===== src/thc_pkg.sv =====
`default_nettype none

package thc_pkg;

    localparam int unsigned BLOCK_BYTES = 512;
    localparam int unsigned SUM_BYTES   = 500;
    localparam int unsigned POS_W       = 9;
    localparam int unsigned SUM_W       = 17;
    localparam int unsigned ACC_W       = 36;
    localparam int unsigned ID_W        = 24;
    localparam int unsigned CHK_FIRST   = 148;
    localparam int unsigned CHK_LAST    = 155;
    localparam int unsigned TYPE_POS    = 156;
    localparam int unsigned MAGIC_POS   = 257;
    localparam int unsigned MAGIC_LEN   = 5;
    // eight blanks stand in for the chksum field
    localparam logic [SUM_W-1:0] BLANK_SUM = SUM_W'(8 * 32);

    typedef logic [POS_W-1:0] t_pos;

    typedef enum logic [1:0] {
        ERR_NONE   = 2'd0,
        ERR_MAGIC  = 2'd1,
        ERR_SUM    = 2'd2,
        ERR_DIGITS = 2'd3
    } t_err;

    typedef enum logic [1:0] {
        PH_LEAD   = 2'd0,
        PH_DIGITS = 2'd1,
        PH_DONE   = 2'd2,
        PH_EMPTY  = 2'd3
    } t_phase;

    typedef enum logic [2:0] {
        FLD_MODE  = 3'd0,
        FLD_UID   = 3'd1,
        FLD_GID   = 3'd2,
        FLD_SIZE  = 3'd3,
        FLD_MTIME = 3'd4,
        FLD_CHK   = 3'd5,
        FLD_NONE  = 3'd6
    } t_fld;

    // one header beat as it leaves the input register
    typedef struct packed {
        logic       fire;
        logic       last;
        t_pos       pos;
        logic [7:0] data;
    } t_step;

    typedef struct packed {
        logic [ID_W-1:0]  mode;
        logic [ID_W-1:0]  uid;
        logic [ID_W-1:0]  gid;
        logic [ACC_W-1:0] size;
        logic [ACC_W-1:0] mtime;
        logic [ID_W-1:0]  chksum;
        logic             number_bad;
        logic             chk_bad;
    } t_fields;

    typedef struct packed {
        logic [SUM_W-1:0] sum;
        logic             magic_ok;
        logic [7:0]       type_byte;
    } t_sum_st;

    function automatic logic in_range(t_pos pos, int unsigned lo, int unsigned hi);
        return (pos >= t_pos'(lo)) && (pos <= t_pos'(hi));
    endfunction

    function automatic t_fld field_of(t_pos pos);
        t_fld f;
        f = FLD_NONE;
        if (in_range(pos, 100, 107))      f = FLD_MODE;
        else if (in_range(pos, 108, 115)) f = FLD_UID;
        else if (in_range(pos, 116, 123)) f = FLD_GID;
        else if (in_range(pos, 124, 135)) f = FLD_SIZE;
        else if (in_range(pos, 136, 147)) f = FLD_MTIME;
        else if (in_range(pos, CHK_FIRST, CHK_LAST)) f = FLD_CHK;
        return f;
    endfunction

    function automatic logic field_first(t_pos pos);
        return (pos == t_pos'(100)) || (pos == t_pos'(108)) || (pos == t_pos'(116)) ||
               (pos == t_pos'(124)) || (pos == t_pos'(136)) || (pos == t_pos'(CHK_FIRST));
    endfunction

    function automatic logic field_last(t_pos pos);
        return (pos == t_pos'(107)) || (pos == t_pos'(115)) || (pos == t_pos'(123)) ||
               (pos == t_pos'(135)) || (pos == t_pos'(147)) || (pos == t_pos'(CHK_LAST));
    endfunction

    function automatic logic [7:0] magic_char(logic [2:0] idx);
        logic [7:0] c;
        unique case (idx)
            3'd0:    c = 8'h75; // u
            3'd1:    c = 8'h73; // s
            3'd2:    c = 8'h74; // t
            3'd3:    c = 8'h61; // a
            3'd4:    c = 8'h72; // r
            default: c = 8'h00;
        endcase
        return c;
    endfunction

endpackage

`default_nettype wire


===== src/thc_octal.sv =====
`default_nettype none

module thc_octal
    import thc_pkg::*;
(
    input  wire logic  i_clk,
    input  wire logic  i_rst_n,
    input  wire t_step i_step,
    output t_fields    o_fields
);

    logic [ACC_W-1:0] r_acc, n_acc, w_acc_in, w_value;
    t_phase           r_phase, n_phase, w_ph_in;
    t_fields          r_fld, n_fld;
    t_fld             w_fld;
    logic             w_digit, w_first, w_empty;

    assign w_fld   = field_of(i_step.pos);
    assign w_first = field_first(i_step.pos);
    assign w_digit = (i_step.data[7:3] == 5'b00110);

    always_comb begin
        n_acc   = r_acc;
        n_phase = r_phase;
        n_fld   = r_fld;
        w_empty = 1'b0;
        w_value = '0;
        // restart the parse on the first byte of each field
        w_acc_in = w_first ? '0 : r_acc;
        w_ph_in  = w_first ? PH_LEAD : r_phase;
        if (i_step.fire && i_step.last) begin
            n_acc   = '0;
            n_phase = PH_LEAD;
            n_fld   = '0;
        end else if (i_step.fire && (w_fld != FLD_NONE)) begin
            n_acc   = w_acc_in;
            n_phase = w_ph_in;
            unique case (w_ph_in)
                PH_LEAD: begin
                    if (w_digit) begin
                        n_acc   = ACC_W'(i_step.data[2:0]);
                        n_phase = PH_DIGITS;
                    end else if (i_step.data != 8'h20) begin
                        n_phase = PH_EMPTY;
                    end
                end
                PH_DIGITS: begin
                    if (w_digit) begin
                        n_acc = {w_acc_in[ACC_W-4:0], i_step.data[2:0]};
                    end else begin
                        n_phase = PH_DONE;
                    end
                end
                default: ;
            endcase
            if (field_last(i_step.pos)) begin
                w_empty = (n_phase == PH_LEAD) || (n_phase == PH_EMPTY);
                w_value = w_empty ? '0 : n_acc;
                case (w_fld)
                    FLD_MODE:  n_fld.mode   = w_value[ID_W-1:0];
                    FLD_UID:   n_fld.uid    = w_value[ID_W-1:0];
                    FLD_GID:   n_fld.gid    = w_value[ID_W-1:0];
                    FLD_SIZE:  n_fld.size   = w_value;
                    FLD_MTIME: n_fld.mtime  = w_value;
                    default:   n_fld.chksum = w_value[ID_W-1:0];
                endcase
                if (w_empty) begin
                    if (w_fld == FLD_CHK) n_fld.chk_bad = 1'b1;
                    else                  n_fld.number_bad = 1'b1;
                end
            end
        end
    end

    always_ff @(posedge i_clk) begin
        if (!i_rst_n) begin
            r_acc   <= '0;
            r_phase <= PH_LEAD;
            r_fld   <= '0;
        end else begin
            r_acc   <= n_acc;
            r_phase <= n_phase;
            r_fld   <= n_fld;
        end
    end

    assign o_fields = r_fld;

endmodule

`default_nettype wire


===== config.mk =====
export PLATFORM = sky130hd
export DESIGN_NAME = thc_octal
export DESIGN_NICKNAME = d
export VERILOG_FILES = /design/src/thc_pkg.sv /design/src/thc_octal.sv
export SDC_FILE = /design/constraint.sdc
export NUM_CORES = 1
export LEC_CHECK = 0
export ABC_AREA = 1
export ABC_CLOCK_PERIOD_IN_PS = 2950
export BUFFER_PORTS_ARGS = -buffer_cell sky130_fd_sc_hd__buf_2
export CORE_MARGIN = 3
export CORE_UTILIZATION = 54
export DETAILED_ROUTE_END_ITERATION = 8
export PLACE_DENSITY = 0.81
export SLEW_MARGIN = 20
export SYNTH_ARGS = -nofsm -noshare
export SYNTH_HDL_FRONTEND = slang
export SYNTH_SLANG_ARGS = --single-unit

===== constraint.sdc =====
create_clock -name i_clk -period 2.95 [get_ports i_clk]
set_input_delay 0.295 -clock i_clk [delete_from_list [all_inputs] [get_ports i_clk]]
set_output_delay 0.295 -clock i_clk [all_outputs]
set_load 0.005 [all_outputs]

==> results.md <==
* Status: finished, final reports clean
* Largest net degree at the start of global routing at 73
* Num rows at 43
* Pleak at 0.00430 uW
* Routability cong. at 0.878
* Ranking of synthesized cells by area: dfxtp_1, a21oi_1, o21ai_0, nand2_1, inv_1
* Height of the chip at approximately 130 um
* Num Clock Sinks at 208
* Combinational share of power at 6.2%
* Clock-pin slew on the worst setup and hold paths at 0.06 ns
* Worst setup EP type: flop
* Antenna violations before repair at 0
* Slew Viols, Final at 0
* Crit path cell chain: buf_2 > inv_2 > nand2_1 > inv_1 > nand2_1 > a21oi_1 > nor2_2 > nand2_1 > inv_2 > nand3_1 > nand2_1 > nand2_1 > nand2_2 > nand2_1 > a21oi_1
* Nets at 1149
* Req. time, crit path at 3.35 ns
* Most frequent cell on the critical path: nand2_1
* Die width at 126 um
* Cell taking the most area after synthesis: dfxtp_1
* Sequential Power Share at between 40% and 50%
* Ys flop type: dfxtp_1
* Most common cell after layout, fill and taps aside: dfxtp_1
* First-pass GRT wire length at 36900 um
* Final Hold Violating Endpoints at 0
* Clock skew at 0.00972 ns
* Resized cells post-CTS at 0
* Crit Path Category: in2reg
* Drt drc at 0
* Yosys cell types at 30
* Achievable frequency at 0.449 GHz
* Routed WL at 23400 um
* Max-Cap Viols at 0
* Post-Syn Area at 7810 um^2
* Ys async rst share at 0%
* Clock power share at roughly 45%
* Cts hold-fix bufs at 0
* PD cells at 615 nW/um^2
* Clk root buf: clkbuf_16
* Hold Path Class: in2reg
* Post-synthesis sequential area ratio at 53.3%
* CTS tree: done
* Share of post-route cells with drive strength above 1 at between 20% and 30%
* Top cell type's share of synthesized area at 53.3%
* DRT Pass-1 Iters at 5
* RSZ-0062 raised after global routing: no
* EDFF count, synth at 0
* All-Layer GR Usage at between 20% and 30%
* Crit share post-route at 75.6%
* Syn Inst Count at 971
* Sw power at 1330 uW
* Total core area at 14000 um^2
* Later-pin clock latency in the skew report at 0.48 ns
* Synthesized flop and latch total at 208
* Clock Tree Buf Depth at 3
* Vias at 7537
* Setup TNS at 0 ns
* Worst Path Arrival at 2.63 ns
* Maximum fanout along the worst path at 29
* Maximum VDD drop at around 440 uV
* Layout area overhead at 22.6%
* CP Launch Type: primary input
* Number of global-route vias before repair at ~6900
* Number of vias per cell at 5.71
* Slew at the pin closest to its max-slew limit at 0.551 ns
* Syn Nets at 992
* Syn_area_per_cell at just over 8 um^2
* P_int at 4550 uW
* Final Cell Area at 9570 um^2
* Slowest stage delay, CP at 0.43 ns
* Boundary Pins at 191
* TritonCTS buffer count at 21
* Buffers on Ports at 190
* Synthesis Warnings at 0
* Slowest-stage cell, CP: nand2_2
* Setup violations, final at 0
* DP Area at 8890 um^2
* GRT overflow at 0
* Max_slew headroom at 63.2%
* Initial Util at 55.8%
* CTS H-tree depth at 1
* Drt wl/cell at 17.7 um
* Post-CTS setup buffers at 0
* Die ar. at 15900 um^2
* Tmin final at 2.23 ns
* Inserted Diodes at 0
* Initial DRC Count at 590
* Most frequent cells in the layout: dfxtp_1, a21oi_1, o21ai_0, buf_2, nand2_1
* HPWL after detailed placement at between 15000 and 20000 um
* Switching Share at 22.7%
* Number of routed nets with antenna violations at 0
==> cell usage after synthesis (all sizes together) (2+ instances only) <==
cell	n
nor3	5
o21ai	208
clkinv	2
clkbuf	34
nor2	43
nand4	8
dfxtp	208
o211ai	2
o22ai	24
buf	38
nand2	95
a21oi	204
inv	67
nand3	28
==> final timing paths <==
check | from | to | slack [ns] | cells after the start
worst max-delay path | i_step[11] | o_fields[44] | 0.72 | 15
worst min-delay path | i_step[1] | r_acc[1] | 0.29 | 5
worst max register to register | r_phase[1] | o_fields[44] | 0.83 | 8
worst min register to register | o_fields[0] | o_fields[0] | 0.45 | 2
==> power groups by stage <==
| stage | clock [uW] | sequential [uW] | combinational, uW |
|---|---|---|---|
| 6_report | 2650 | 2870 | 367 |
| 5_1_grt | 2790 | 2870 | 409 |
| 4_1_cts | 2680 | 2870 | 359 |
| 3_5_place_dp | 0 | 2930 | 358 |
| 3_3_place_gp | 0 | 2930 | 356 |
| 2_1_floorplan | 0 | 2920 | 260 |
==> logic make-up after synthesis <==
| group | count (synthesis) | share of synthesized area (%) |
|---|---|---|
| AO/OA/AOI/OAI | 441 | 28.8 |
| flip-flops | 208 | 53.3 |
| AND/OR/NAND/NOR | 181 | 10.3 |
| buffers and inverters | 141 | 7.63 |
==> registers in the layout, summed over array words and instances, names as in the netlist <==
| name | flops |
|---|---|
| r_phase | 2 |
| r_acc | 36 |
| o_fields | 170 |
==> final cells by class <==
| type | count | area, um^2 |
|---|---|---|
| Clock buffer | 28 | 602 |
| Fill cell | 1198 | 4410 |
| Tap cell | 180 | 225 |
| Multi-Input combinational cell | 622 | 3070 |
| Timing Repair Buffer | 206 | 1170 |
| Clock inverter | 7 | 85.1 |
| Sequential cell | 208 | 4160 |
| Inverter | 69 | 262 |
==> routing by layer <==
| layer | vias up | wire length [um] | global-route usage (%) |
|---|---|---|---|
| li1 | 3655 | - | - |
| met1 | 3509 | 9640 | 38.3 |
| met5 | - | 0 | 0 |
| met3 | 51 | 2180 | 7.21 |
| met4 | 0 | 782 | 8.77 |
| met2 | 322 | 10800 | 44.5 |
==> worst max-delay path: cells and delay by family <==
kind                   cells  cell delay [ns]
AO/OA/AOI/OAI              2             0.30
AND/OR/NAND/NOR            9             1.61
buffers and inverters      4             0.41
==> metrics by stage <==
stage / util (%) / power (uW) / cells / setup WS (ns) / hold WS, ns
after floorplan: - / 3180 / 971 / 1.03 / 0.430
after global placement: 63.5 / 3280 / 1285 / 0.346 / 0.435
after detailed placement: 63.5 / 3280 / 1285 / 0.281 / 0.440
after CTS: 68.4 / 5900 / 1320 / 0.770 / 0.274
after global routing: 68.4 / 6070 / 1320 / 0.492 / 0.324
final: 68.4 / 5890 / 1320 / 0.721 / 0.288
No activity file was read; power rests on OpenSTA's default activity.
